===== config.mk =====
export PLATFORM = sky130hd
export DESIGN_NAME = dpmd_drive_side
export DESIGN_NICKNAME = d
export VERILOG_FILES = /design/src/sv/differential_pd_motor_drive_unit_assert.svh /design/src/sv/dpmd_pkg.sv /design/src/sv/dpmd_drive_side.sv
export SDC_FILE = /design/constraint.sdc
export NUM_CORES = 1
export LEC_CHECK = 0
export BUFFER_PORTS_ARGS = -buffer_cell sky130_fd_sc_hd__buf_4
export CORE_MARGIN = 5
export CORE_UTILIZATION = 35
export DETAILED_ROUTE_END_ITERATION = 6
export PLACE_DENSITY = 0.58
export SKIP_LAST_GASP = 1
export SLEW_MARGIN = 20
export SYNTH_ARGS = -nofsm -noshare
export SYNTH_HDL_FRONTEND = slang
export SYNTH_SLANG_ARGS = --single-unit

===== constraint.sdc =====
create_clock -name vclk -period 18.21
set_clock_uncertainty 0.05 [all_clocks]
set_input_delay 3.642 -clock vclk [all_inputs]
set_output_delay 3.642 -clock vclk [all_outputs]
set_load 0.1 [all_outputs]

===== src/sv/differential_pd_motor_drive_unit_assert.svh =====
// Assertion macros for the differential PD motor drive unit.
`ifndef DIFFERENTIAL_PD_MOTOR_DRIVE_UNIT_ASSERT_SVH
`define DIFFERENTIAL_PD_MOTOR_DRIVE_UNIT_ASSERT_SVH

`ifndef SYNTHESIS
// prop is a full property expression, clocked on clk, held off during reset
`define DPMD_ASSERT(lbl, prop, msg) \
	lbl: assert property (@(posedge clk) disable iff (!arst_n) (prop)) else $error(msg);
// cond must never be true at a clock edge
`define DPMD_NEVER(lbl, cond, msg) \
	lbl: assert property (@(posedge clk) disable iff (!arst_n) !(cond)) else $error(msg);
`else
`define DPMD_ASSERT(lbl, prop, msg)
`define DPMD_NEVER(lbl, cond, msg)
`endif

`endif


===== src/sv/dpmd_pkg.sv =====
// Types and constants shared by the differential PD motor drive unit.
package dpmd_pkg;

	localparam int GAIN_W    = 16;
	localparam int CFG_IDX_W = 4;
	localparam int CMP_W     = 12;
	localparam int PD_W      = 16;          // PD output, signed Q.8, +/-100.0
	localparam int DUTY_W    = PD_W + 1;    // straight +/- turn

	localparam int PD_LIMIT_Q8    = 25600;
	localparam int PD_LIMIT_Q16   = PD_LIMIT_Q8 * 256;
	localparam int DUTY_LIMIT_Q8  = 25344;
	localparam int PWM_SCALE      = 30;

	localparam logic [CMP_W-1:0] CMP_MAX = CMP_W'(2999);
	localparam logic [CMP_W-1:0] CMP_MIN = CMP_W'(29);

	localparam logic [CFG_IDX_W-1:0] REG_STRAIGHT_P = CFG_IDX_W'(0);
	localparam logic [CFG_IDX_W-1:0] REG_STRAIGHT_D = CFG_IDX_W'(1);
	localparam logic [CFG_IDX_W-1:0] REG_TURN_P     = CFG_IDX_W'(2);
	localparam logic [CFG_IDX_W-1:0] REG_TURN_D     = CFG_IDX_W'(3);

	localparam logic [GAIN_W-1:0] STRAIGHT_P_RST = GAIN_W'(205);
	localparam logic [GAIN_W-1:0] STRAIGHT_D_RST = GAIN_W'(512);
	localparam logic [GAIN_W-1:0] TURN_P_RST     = GAIN_W'(1024);
	localparam logic [GAIN_W-1:0] TURN_D_RST     = GAIN_W'(1280);

	// stage load enables handed to the per-axis datapath
	typedef struct packed {
		logic en_s2;
		logic en_s3;
	} pipe_ctrl_t;

endpackage


===== src/sv/dpmd_drive_side.sv =====
// One motor side: duty clamp, direction enables and PWM compare value.
module dpmd_drive_side (
	input  logic signed [dpmd_pkg::DUTY_W-1:0] duty,
	output logic                               fwd,
	output logic                               rev,
	output logic        [dpmd_pkg::CMP_W-1:0]  cmp
);
	import dpmd_pkg::*;

	localparam int MAG_W  = 15;
	localparam int PROD_W = 20;

	logic signed [DUTY_W-1:0] clamped;
	logic        [MAG_W-1:0]  mag;
	logic        [MAG_W-1:0]  headroom;
	logic        [PROD_W-1:0] scaled;

	always_comb begin
		if (duty > DUTY_W'(DUTY_LIMIT_Q8))
			clamped = DUTY_W'(DUTY_LIMIT_Q8);
		else if (duty < -DUTY_W'(DUTY_LIMIT_Q8))
			clamped = -DUTY_W'(DUTY_LIMIT_Q8);
		else
			clamped = duty;
		mag      = clamped[DUTY_W-1] ? MAG_W'(-clamped) : MAG_W'(clamped);
		headroom = MAG_W'(PD_LIMIT_Q8) - mag;
		// 30*x as 32x - 2x, then minus one; fits 20 bits
		scaled   = (PROD_W'(headroom) << 5) - (PROD_W'(headroom) << 1) - PROD_W'(1);
	end

	assign fwd = !clamped[DUTY_W-1];
	assign rev = clamped[DUTY_W-1] || (clamped == '0);
	assign cmp = scaled[PROD_W-1:8];

endmodule


======== Yosys cells after proc, flatten, opt, wreduce, memory -nomap -nowiden ========
Index checks and enable logic that the tools add are counted.
storage, ports and cells
  flip-flop bits (word level) ............. 0
  input bits .............................. 17
  output and inout port bits .............. 14
  logic and storage cells ................. 12
cells by class
  $add $sub $neg .......................... 4
  order comparisons ....................... 2
  multiplexer cells ....................... 3
  reductions and logical operators ........ 3
operators by type and width
  kind                                                                                number
  17-bit 2-to-1 mux                                                                   2
  20-bit by 1-bit subtractor with 20-bit output (second input constant)               1
  20-bit by 16-bit subtractor with 20-bit output                                      1
  17-bit by 16-bit greater-than comparator with 1-bit output (second input constant)  1
  17-bit logical NOT                                                                  1
  17-bit by 16-bit < comparator with 1-bit output (second input constant)             1
  15-bit 2-to-1 mux                                                                   1
  15-bit negator                                                                      1
  15-bit subtractor (first input constant)                                            1
  1-bit logical NOT                                                                   1
  1-bit logical OR                                                                    1

======== Depth between registers and ports, before layout ========
  depth in word-level cells ............... 8
  gate-level depth with buffers ........... 28

======== Worst setup path after synthesis ========
No wires, ideal clock.
  path type ............................... in2out
  from .................................... input duty[8] (netlist name)
  to ...................................... output cmp[6] (netlist name)
  arrival ................................. 10.514 ns
  data required time ...................... 14.518 ns
  slack ................................... 4.004 ns
  stages .................................. 24
  path buffers ............................ 4
  path through ............................ clkbuf_1 -> nor2_1 -> nor2_1 -> o311ai_0 -> ha_1 -> clkbuf_1 -> buf_2 -> buf_2 -> nor2_1 -> nand2_1 -> ha_1 -> or3b_2 -> o41ai_2 -> nand3_1 -> xor2_1 -> and2_1 -> inv_1 -> ha_1 -> nand4_1 -> a211o_1 -> o211a_1 -> o311ai_1 -> a211oi_1 -> nor3_1
between the ends
  cells in the longest elaborated chain, start to end .. 8
  elaborated cells on any way between the ends .. 9
ends and longest elaborated chain
  what                                              RTL line               RTL
  start: declaration                                dpmd_drive_side.sv:3   input logic signed [dpmd_pkg::DUTY_W-1:0] duty,
  17-bit by 16-bit < comparator with 1-bit output   dpmd_drive_side.sv:21  else if (duty < -DUTY_W'(DUTY_LIMIT_Q8))
  17-bit 2-to-1 mux                                 dpmd_drive_side.sv:21
  17-bit 2-to-1 mux *                               dpmd_drive_side.sv:19  if (duty > DUTY_W'(DUTY_LIMIT_Q8))
  15-bit negator                                    dpmd_drive_side.sv:25  mag = clamped[DUTY_W-1] ? MAG_W'(-clamped) : MAG_W'(clamped);
  15-bit 2-to-1 mux *                               dpmd_drive_side.sv:25
  15-bit subtractor *                               dpmd_drive_side.sv:26  headroom = MAG_W'(PD_LIMIT_Q8) - mag;
  20-bit by 16-bit subtractor with 20-bit output *  dpmd_drive_side.sv:28  scaled = (PROD_W'(headroom) << 5) - (PROD_W'(headroom) << 1) - PROD_W'(1);
  20-bit by 1-bit subtractor with 20-bit output *   dpmd_drive_side.sv:28
  end: declaration                                  dpmd_drive_side.sv:6   output logic [dpmd_pkg::CMP_W-1:0] cmp
Every way passes the cells marked *; elsewhere a longest branch is shown, timed or not.

======== Worst setup path after layout ========
  from .................................... input duty[2] (netlist name)
  to ...................................... output cmp[8] (netlist name)
Same word-level chain as after synthesis.

==> impl_results.md <==
* Outcome: completed
* Detailed placement HPWL at 3551 µm
* Post-Synthesis Cells at 247
* Seq_cells at 0
* Share of layout cells above drive strength 1 at 22.93%
* Non-Filler Instances at 336
* Post-CTS Setup Inserts at 0
* RSZ-0062 raised after global routing: false
* Unique cell type count in the Yosys netlist at 73
* TritonRoute pass-1 iters at 4
* Fin nets at 298
* Top Ports at 31
* Minimum clock period at 13.30 ns
* Pin count of the biggest net entering global routing at 31
* Die X at 81.23 µm
* Part of the Yosys area used for sequential elements at 0%
* Cell Area, Synth at 0.001775 mm²
* Die Ht at 81.23 µm
* Syn_area_per_cell at 7.188 µm²
* DRC violations left at 0
* Core ar. at 0.005010 mm²
* Fmax at 75.18 MHz
* Worst setup SP type: input port
* Routed vias/inst at 5.458
* CP endpoint kind: primary output
* Final period utilization at 73.05%
* Routed length per instance at 13.31 µm
* LEAKAGE at 0.8043 nW
* Multi-input gate area at 0.001628 mm²
* VDD IR max at 121.8 µV
* Buffers on Ports at 31
* Final instance area at 0.002027 mm²
* First-pass GRT wire length at 7417 µm
* GR Util All Layers at 13.27%
* Setup violators final at 0
* Critical path peak fanout at 13
* Max cap viols at 0
* Diode count at 0
* Placed insts at 336
* Hold Violations, Final at 0
* CP required at 14.52 ns
* Worst slew margin at 48.58%
* Syn_nets at 277
* Min-Delay Path Class: input port to primary output
* PwrDens at 166.6 mW/mm²
* Final Max Slew Viols at 0
* Layout area overhead at 14.16%
* Starting Density at 35.44%
* Post-CTS Hold Buffers at 0
* Total number of vias at 1834
* Reg area at 0 µm²
* Final wirelength at 4471 µm
* Post-CTS sizing at 0
* Grt ovf at 0
* Num rows at 26
* Clock Buffer Count at 0
* Number of global-route vias before repair at 1606
* Worst Tran Pin Value at 0.7712 ns
* DRT antenna net count at 0
* Initial antenna violation count at 0
* Syn. warnings at 0
* Die Area at 0.006598 mm²
* Setup CP Type: input port to primary output
* DP Area at 0.002027 mm²
* TNS Setup at 0 ns
* Routability Congestion at 0.8417
* Fill cells at 572
* Iteration-0 DRC Markers at 71
* CP arrival at 9.61 ns
-- layout make-up --
| cell class | count | area share [%] |
|---|---|---|
| inverters | 17 | 3.148 |
| multi-input cells | 216 | 80.31 |
| well taps | 70 | 4.321 |
| repair buffers | 33 | 12.22 |
-- synth_stat cells (3+ instances only) --
cell type | instances | area share (%)
and2_1 | 9 | 3.2
nor4_1 | 3 | 1.1
nor2_1 | 32 | 6.8
clkbuf_1 | 3 | 0.63
nor3_2 | 3 | 1.7
o21ai_0 | 8 | 2.3
o211ai_1 | 3 | 1.3
a211oi_1 | 4 | 1.7
a41oi_1 | 3 | 1.5
nand3_1 | 5 | 1.4
a21o_1 | 3 | 1.3
xor2_1 | 7 | 3.5
ha_1 | 13 | 9.2
a31oi_1 | 3 | 1.1
nor2b_1 | 4 | 1.4
buf_2 | 5 | 1.4
or2_2 | 4 | 1.4
or3_1 | 3 | 1.1
nand2_1 | 13 | 2.7
xnor2_1 | 17 | 8.4
nor3_1 | 9 | 2.5
a21oi_1 | 13 | 3.7
inv_1 | 16 | 3.4
-- power by group --
part	internal, W	switching [W]
Combinational	0.0000844	0.000253
Clock	0	0
Sequential	0	0
Total	0.0000844	0.000253
-- worst paths after layout --
kind | start | endpoint | slack [ns] | cells after the start
setup / recovery | duty[2] | cmp[8] | 4.91 | 24
hold / removal | duty[15] | rev | 7.71 | 5
-- logic make-up (layout without fill, tap and decap cells) --
| family | Yosys count | in the layout | synth area share, % |
|---|---|---|---|
| AOI/OAI and AO/OA | 73 | 73 | 36.30 |
| xor gates and xnor gates | 24 | 24 | 11.84 |
| adders and majority gates | 13 | 13 | 9.162 |
| buffers and inverters | 31 | 50 | 8.315 |
| muxes | 2 | 2 | 1.128 |
| and+or+nand+nor | 104 | 104 | 33.26 |
-- through the flow --
step	hold WS, ns	total power (W)	worst slack [ns]	util [%]
after global routing	7.726	0.0003553	4.502	40.46
after CTS	7.706	0.0003389	4.914	40.46
after floorplan	7.851	0.0002807	4.004	-
after detailed placement	7.706	0.0003383	4.935	40.46
final	7.705	0.0003376	4.908	40.46
after global placement	7.714	0.0003384	5.018	40.46
-- worst max-delay path, cell delays in order --
cell and delay (ns):
buf_4 0.14, nor3_2 0.61, nand3_1 0.25, a41o_1 0.46, nor2_1 0.24, nand2_1 0.11
ha_1 0.28, or3b_2 0.50, o41ai_2 0.29, nand3_1 0.25, nor2_1 0.16, nor3_1 0.05
nor2_1 0.09, and2_1 0.16, inv_1 0.06, ha_1 0.33, or2_2 0.28, a21oi_1 0.34
o311ai_1 0.23, and3_1 0.26, o31a_1 0.30, nor2_1 0.13, xnor2_1 0.14, buf_4 0.31
-- per-layer routing --
metal | up-vias | global-route usage [%] | part of all wire, %
met5 | - | 0 | 0
met4 | 0 | 0.1689 | 0
met3 | 0 | 0.2217 | 4.0
met2 | 35 | 21.18 | 43
met1 | 831 | 20.78 | 53
li1 | 968 | - | -
-- layout by cell type (no fill, tap or decap), types with 7 or more instances in the layout --
cell type,count
buf_4,33
nor2_1,32
inv_1,16
nor3_1,9
xor2_1,7
a21oi_1,13
o21ai_0,8
nand2_1,13
ha_1,13
and2_1,9
xnor2_1,17
(Power assumes the default switching activity.)
