[src/sv/differential_pd_motor_drive_unit_assert.svh]
// Assertion macros for the differential PD motor drive unit.
`ifndef DIFFERENTIAL_PD_MOTOR_DRIVE_UNIT_ASSERT_SVH
`define DIFFERENTIAL_PD_MOTOR_DRIVE_UNIT_ASSERT_SVH

`ifndef SYNTHESIS
// prop is a full property expression, clocked on clk, held off during reset
`define DPMD_ASSERT(lbl, prop, msg) \
	lbl: assert property (@(posedge clk) disable iff (!arst_n) (prop)) else $error(msg);
// cond must never be true at a clock edge
`define DPMD_NEVER(lbl, cond, msg) \
	lbl: assert property (@(posedge clk) disable iff (!arst_n) !(cond)) else $error(msg);
`else
`define DPMD_ASSERT(lbl, prop, msg)
`define DPMD_NEVER(lbl, cond, msg)
`endif

`endif

[src/sv/dpmd_pkg.sv]
// Types and constants shared by the differential PD motor drive unit.
package dpmd_pkg;

	localparam int GAIN_W    = 16;
	localparam int CFG_IDX_W = 4;
	localparam int CMP_W     = 12;
	localparam int PD_W      = 16;          // PD output, signed Q.8, +/-100.0
	localparam int DUTY_W    = PD_W + 1;    // straight +/- turn

	localparam int PD_LIMIT_Q8    = 25600;
	localparam int PD_LIMIT_Q16   = PD_LIMIT_Q8 * 256;
	localparam int DUTY_LIMIT_Q8  = 25344;
	localparam int PWM_SCALE      = 30;

	localparam logic [CMP_W-1:0] CMP_MAX = CMP_W'(2999);
	localparam logic [CMP_W-1:0] CMP_MIN = CMP_W'(29);

	localparam logic [CFG_IDX_W-1:0] REG_STRAIGHT_P = CFG_IDX_W'(0);
	localparam logic [CFG_IDX_W-1:0] REG_STRAIGHT_D = CFG_IDX_W'(1);
	localparam logic [CFG_IDX_W-1:0] REG_TURN_P     = CFG_IDX_W'(2);
	localparam logic [CFG_IDX_W-1:0] REG_TURN_D     = CFG_IDX_W'(3);

	localparam logic [GAIN_W-1:0] STRAIGHT_P_RST = GAIN_W'(205);
	localparam logic [GAIN_W-1:0] STRAIGHT_D_RST = GAIN_W'(512);
	localparam logic [GAIN_W-1:0] TURN_P_RST     = GAIN_W'(1024);
	localparam logic [GAIN_W-1:0] TURN_D_RST     = GAIN_W'(1280);

	// stage load enables handed to the per-axis datapath
	typedef struct packed {
		logic en_s2;
		logic en_s3;
	} pipe_ctrl_t;

endpackage

[src/sv/dpmd_pd_axis.sv]
// One PD axis: gain products in stage 2, saturated Q.8 sum in stage 3.
module dpmd_pd_axis #(
	parameter int ERR_W = 22
) (
	input  logic                              clk,
	input  dpmd_pkg::pipe_ctrl_t              ctrl,
	input  logic        [dpmd_pkg::GAIN_W-1:0] kp,
	input  logic        [dpmd_pkg::GAIN_W-1:0] kd,
	input  logic signed [ERR_W-1:0]           err,
	input  logic signed [ERR_W:0]             derr,
	output logic signed [dpmd_pkg::PD_W-1:0]  pd
);
	import dpmd_pkg::*;

	localparam int PW  = ERR_W + GAIN_W + 1;
	localparam int QW  = ERR_W + GAIN_W + 2;
	localparam int SW  = QW + 1;
	localparam int SAT_W = 24;

	logic signed [PW-1:0]    prod_p_s2;
	logic signed [QW-1:0]    prod_d_s2;
	logic signed [PW-1:0]    prod_p;
	logic signed [QW-1:0]    prod_d;
	logic signed [SW-1:0]    sum;
	logic signed [SAT_W-1:0] sat;
	logic signed [SAT_W-1:0] sat_adj;
	logic signed [PD_W-1:0]  pd_s3;

	assign prod_p = PW'($signed({1'b0, kp})) * PW'(err);
	assign prod_d = QW'($signed({1'b0, kd})) * QW'(derr);

	always_ff @(posedge clk) begin
		if (ctrl.en_s2) begin
			prod_p_s2 <= prod_p;
			prod_d_s2 <= prod_d;
		end
	end

	assign sum = SW'(prod_p_s2) + SW'(prod_d_s2);

	always_comb begin
		if (sum > SW'(PD_LIMIT_Q16))
			sat = SAT_W'(PD_LIMIT_Q16);
		else if (sum < -SW'(PD_LIMIT_Q16))
			sat = -SAT_W'(PD_LIMIT_Q16);
		else
			sat = sum[SAT_W-1:0];
		// truncate toward zero when dropping the low byte
		sat_adj = sat + (sat[SAT_W-1] ? SAT_W'(255) : SAT_W'(0));
	end

	always_ff @(posedge clk) begin
		if (ctrl.en_s3)
			pd_s3 <= sat_adj[SAT_W-1:8];
	end

	assign pd = pd_s3;

endmodule

[config.mk]
export PLATFORM = sky130hd
export DESIGN_NAME = dpmd_pd_axis
export DESIGN_NICKNAME = d
export VERILOG_FILES = /design/src/sv/differential_pd_motor_drive_unit_assert.svh /design/src/sv/dpmd_pkg.sv /design/src/sv/dpmd_pd_axis.sv
export SDC_FILE = /design/constraint.sdc
export NUM_CORES = 2
export LEC_CHECK = 0
export BUFFER_PORTS_ARGS = -buffer_cell sky130_fd_sc_hd__buf_4
export CORE_MARGIN = 8
export CORE_UTILIZATION = 60
export CTS_CLUSTER_SIZE = 24
export DETAILED_ROUTE_END_ITERATION = 16
export GPL_ROUTABILITY_DRIVEN = 1
export PLACE_DENSITY = 0.81
export SLEW_MARGIN = 20
export SYNTH_ARGS = -nofsm -noshare
export SYNTH_HDL_FRONTEND = slang
export SYNTH_SLANG_ARGS = --single-unit
[constraint.sdc]
create_clock -name clk -period 7.6 [get_ports clk]
set_input_delay 0.76 -clock clk [delete_from_list [all_inputs] [get_ports clk]]
set_output_delay 0.76 -clock clk [all_outputs]
set_load 0.005 [all_outputs]
Word-level counts from Yosys, hierarchy flattened
Index checks and enable logic that the tools add are counted.
W data, S select, Z words.

storage, ports and cells
  register bits after elaboration = 95
  bits of input ports = 80
  output and inout port bits = 16
  logic and storage cells = 12

cells by class
  $add $sub $neg = 2
  multiply operators = 2
  $lt $le $gt $ge = 2
  multiplexer cells = 3

operator list
  kind                    count
  $mux W24                2
  $add A39 B40 Y41        1
  $gt A41 B24 Y1 const B  1
  $lt A41 B24 Y1 const B  1
  $mul A17 B23 Y40        1
  $mul A17 B22 Y39        1
  $add A24 B9 Y24         1
  $mux W8                 1

Logic depth before layout (Yosys ltp)
  depth after elaboration = 6
  mapped depth = 28
  gate-level depth less buffers = 27

Least setup slack after synthesis
Ideal clock, no wire load.

  kind = input port to flip-flop
  start = input port derr[12]
  end = register prod_d_s2[39] (data pin)
  setup time = 0.260 ns
  arrival = 6.854 ns
  required time = 7.340 ns
  setup slack = 0.486 ns
  stages on the path = 27
  buffers on the path = 1
  cell sequence = clkbuf_1 nand2_1 fa_1 inv_1 fa_1 inv_1 fa_1 inv_1 fa_1 inv_1 fa_1 inv_1 fa_1 ha_1 a21o_1 a21o_1 a21oi_1 nor2_1 o21ai_0 o21ai_0 a41o_1 o21ai_0 o32ai_1 o41ai_1 o21bai_1 a21oi_1 xnor2_1

between the ends
  cells in the longest elaborated chain, start to end = 1

RTL lines
  what                  line                text
  from (decl)           dpmd_pd_axis.sv:10  input logic signed [ERR_W:0] derr,
  $mul A17 B23 Y40      dpmd_pd_axis.sv:30  assign prod_d = QW'($signed({1'b0, kd})) * QW'(derr);
  net prod_d[39]        dpmd_pd_axis.sv:23  logic signed [QW-1:0] prod_d;
  to (signal assigned)  dpmd_pd_axis.sv:35  prod_d_s2 <= prod_d;
  to (decl)             dpmd_pd_axis.sv:21  logic signed [QW-1:0] prod_d_s2;

The timed path passes the listed nets, and every way through them passes these cells.
A chain may end at the register's enable or synchronous reset.

Worst setup path in the final report
  start = input port kp[2] (netlist name)
  end = register prod_p_s2[37] (data pin)

between the ends
  cells in the longest elaborated chain, start to end = 1

RTL lines
  what                  line                text
  from (decl)           dpmd_pd_axis.sv:7   input logic [dpmd_pkg::GAIN_W-1:0] kp,
  $mul A17 B22 Y39      dpmd_pd_axis.sv:29  assign prod_p = PW'($signed({1'b0, kp})) * PW'(err);
  net prod_p[37]        dpmd_pd_axis.sv:22  logic signed [PW-1:0] prod_p;
  to (signal assigned)  dpmd_pd_axis.sv:34  prod_p_s2 <= prod_p;
  to (decl)             dpmd_pd_axis.sv:20  logic signed [PW-1:0] prod_p_s2;

The timed path passes the listed nets, and every way through them passes these cells.

==> impl_metrics.csv <==
group,metric,value,unit
global_route,first_global_vias,25384,
cts,cts_max_level,3,
worst_setup_path,worstSetupEndpointType,"flop",
drt,route.antenna.remaining_nets,0,
timing,setup_viol,0,
floorplan,boundaryPins,96,
timing,timing_worst_slew_pin_value,1060,ps
timing,crit_share_post_route,93.3,%
min_path,hold_path_class,"primary input to flop",
timing,worst_slack_on_hold_paths,761,ps
floorplan,floorplan.die.width,247,um
timing,grt_setup_unrepaired,"false",
cts,tritoncts,"done",
finish,drive_above_1_share,4.49,%
synth,synth_edf_count,95,
drt,detail_route.wl_per_cell,16.4,um
cts,path_clk_slew,80,ps
timing,max_clock_freq,141,MHz
floorplan,floorplan.die_area,61000,um^2
global_route,number_of_antenna_violations_at_the_first_check_in_global_routing,0,
finish,insertedDiodeCount,0,
cts,cts_hold_repair.buffers,0,
place,dpl.cell_count,4145,
cts,cts_setup_buffers,0,
synth,synth_ff_type,"sky130_fd_sc_hd__edfxtp_1",
timing,timing.max_slew.rel_slack,29.0,%
worst_setup_path,worst-path-max-fanout,22,
drt,totalWireLength,68.4,mm
timing,finalWorstPathRequiredPeriod,7090,ps
synth,synth_fp_nets,4505,
cts,numClockSinks,95,
timing,drv_slew,0,
cts,cts_root_buf,"sky130_fd_sc_hd__clkbuf_16",
worst_setup_path,timing.critical_path.slowest_cell_delay,610,ps
synth,ys.warnings.count,0,
timing,fin_skew,14.7,ps
synth,yosys_register_bits,95,
worst_setup_path,worst-endpoint-required,7710,ps
place,port-buffer-count,95,
synth,syn-cell-area,32000,um^2
cts,cts_inserted_buffers,9,
synth,syn_inst,3469,
synth,synth_top_cell_area_share,44.6,%
timing,setup-tns-final,0,ps
status,outcome,"finished, final reports clean",
drt,detail_route.vias_per_cell,5.58,
finish,flow.area_growth_from_synthesis,4.72,%
finish,finalNetCount,4504,
global_route,total_global_routing_track_utilization,23.6,%
worst_setup_path,crit_type,"primary input to flop",
cts,cts_resized,0,
floorplan,core.rowCount,84,
worst_setup_path,crit_family,"adder cells",
worst_setup_path,ordered_cell_list_for_the_critical_path,"buf_4, and2_1, fa_1, inv_1, fa_1, inv_1, ha_1, fa_1, inv_1, fa_1, fa_1, inv_1, ha_1, o21a_1, a2111oi_0, o41a_1, o21ai_1, o221ai_1, nor3_1, o31a_1, a31oi_1, o21ai_0, a21oi_1, xnor2_1",
worst_setup_path,critPathArrivalTime,7200,ps
synth,synth.top_cells.by_count,"831 x sky130_fd_sc_hd__inv_1, 713 x sky130_fd_sc_hd__fa_1, 481 x sky130_fd_sc_hd__nand2_1",
drt,route.detailed.drc,0,
worst_setup_path,worst-path-buf-inv,5,
floorplan,effective_utilization_at_floorplan,60.8,%
cts,clockBufferDepth,2,
drt,drt_pass1_iterations,7,
drt,num_vias,23217,
floorplan,core_region_area,52700,um^2
synth,async_reset_ff_share,0,%
synth,cell_accounting_for_the_most_synthesized_area,"sky130_fd_sc_hd__fa_1",
synth,netlist_top_cells_area,"sky130_fd_sc_hd__fa_1 45%, sky130_fd_sc_hd__inv_1 9.7%, sky130_fd_sc_hd__ha_1 9.5%, sky130_fd_sc_hd__edfxtp_1 8.9%, sky130_fd_sc_hd__and2_1 5.9%",
synth,syn_area_per_cell,9.22,um^2
global_route,grt_start_max_net_pins,80,
cts,clkLatencyLatePin,370,ps
flow_run,drv.max_cap_violation_count,0,
timing,final_hold_viol_count,0,
finish,layout.cells.non_filler,4161,
floorplan,dieHeight,247,um
drt,violation_count_after_the_first_detailed_routing_iteration,1458,
worst_setup_path,timing.critical_path.slowest_stage_cell,"sky130_fd_sc_hd__a2111oi_0",
worst_setup_path,crit_path_start_kind,"primary input",
synth,synth_most_common_cell,"sky130_fd_sc_hd__inv_1",
synth,synth_cell_type_count,87,
place,dp_hpwl,58.2,mm
global_route,grt_overflow,0,
worst_setup_path,critPathMostFrequentCell,"sky130_fd_sc_hd__fa_1",
synth,synth-seq-area-share,8.91,%
global_route,grt_first_pass_wirelength,118,mm
place,gpl.final_weighted_congestion,0.911,
[layout by cell type (no fill, tap or decap), types with 5 or more instances in the layout]
| cell | netlist | layout |
|---|---|---|
| sky130_fd_sc_hd__edfxtp_1 | 95 | 95 |
| sky130_fd_sc_hd__and2_1 | 302 | 302 |
| sky130_fd_sc_hd__inv_1 | 831 | 831 |
| sky130_fd_sc_hd__o211ai_1 | 12 | 12 |
| sky130_fd_sc_hd__nor4_1 | 5 | 5 |
| sky130_fd_sc_hd__a21o_1 | 43 | 43 |
| sky130_fd_sc_hd__nand2b_1 | 11 | 11 |
| sky130_fd_sc_hd__fa_1 | 713 | 713 |
| sky130_fd_sc_hd__a211oi_1 | 9 | 9 |
| sky130_fd_sc_hd__nor2b_1 | 20 | 20 |
| sky130_fd_sc_hd__nand4_1 | 16 | 16 |
| sky130_fd_sc_hd__o21bai_1 | 11 | 11 |
| sky130_fd_sc_hd__a31oi_1 | 9 | 9 |
| sky130_fd_sc_hd__xor2_1 | 31 | 31 |
| sky130_fd_sc_hd__and3_1 | 15 | 15 |
| sky130_fd_sc_hd__o21a_1 | 13 | 13 |
| sky130_fd_sc_hd__a311oi_1 | 6 | 6 |
| sky130_fd_sc_hd__a21oi_1 | 83 | 83 |
| sky130_fd_sc_hd__nor3_1 | 25 | 25 |
| sky130_fd_sc_hd__o21ai_0 | 50 | 50 |
| sky130_fd_sc_hd__clkbuf_16 | 0 | 9 |
| sky130_fd_sc_hd__or3_1 | 10 | 10 |
| sky130_fd_sc_hd__nand3_1 | 23 | 23 |
| sky130_fd_sc_hd__xnor2_1 | 84 | 84 |
| sky130_fd_sc_hd__ha_1 | 243 | 243 |
| sky130_fd_sc_hd__nor2_1 | 86 | 86 |
| sky130_fd_sc_hd__nand2_1 | 481 | 481 |
| sky130_fd_sc_hd__buf_4 | 1 | 112 |
| sky130_fd_sc_hd__o21ai_1 | 11 | 11 |
[cells by family after synthesis]
kind of cell / Yosys count / synth area share (%)
muxes: 2 / 0.0626
DFF: 95 / 8.91
adders and majority gates: 956 / 54.1
xor gates and xnor gates: 115 / 3.15
and+or+nand+nor: 1034 / 15.9
AOI/OAI and AO/OA: 312 / 6.62
buffers and inverters: 955 / 11.3
[path summary, 6_finish.rpt]
path	from	to	slack, ps	depth (start not counted)
max	kp[2]	prod_p_s2[37]$_DFFE_PP_	510	24
min	ctrl[0]	pd[3]$_DFFE_PP_	760	1
max reg2reg	prod_d_s2[0]$_DFFE_PP_	pd[14]$_DFFE_PP_	1080	23
min reg2reg	prod_p_s2[13]$_DFFE_PP_	pd[5]$_DFFE_PP_	1080	5
[per-stage QoR]
step | utilization (%) | setup slack, ps | cell area (um^2)
floorplan | - | 486 | 32000
global placement | 63.1 | 288 | 33200
detailed placement | 63.1 | 109 | 33200
CTS | 63.6 | 530 | 33500
global route | 63.6 | 79.7 | 33500
finish | 63.6 | 509 | 33500
[layer usage]
layer	track usage (%)	vias up	share of wire [%]
met3	2.22	205	5.3
met4	9.61	0	4.2
met5	0	-	0
met2	42.2	798	52
li1	-	10447	-
met1	29.1	11767	38
[cell type report]
type | instances | area [um^2]
multi-input cells | 2419 | 25500
inverters | 831 | 3120
repair buffers | 112 | 841
clock buffers | 9 | 225
clock inverters | 7 | 67.6
fillers | 4211 | 19100
well taps | 688 | 861
flip-flops and latches | 95 | 2850
[sequential cells by signal (all words and copies together), names as in the netlist]
| signal | cells |
|---|---|
| prod_d_s2 | 40 |
| prod_p_s2 | 39 |
| pd | 16 |
Power is left out: the tool's default activity adds up to more than one toggle a clock period on the data nets, which glitch-free logic cannot reach.
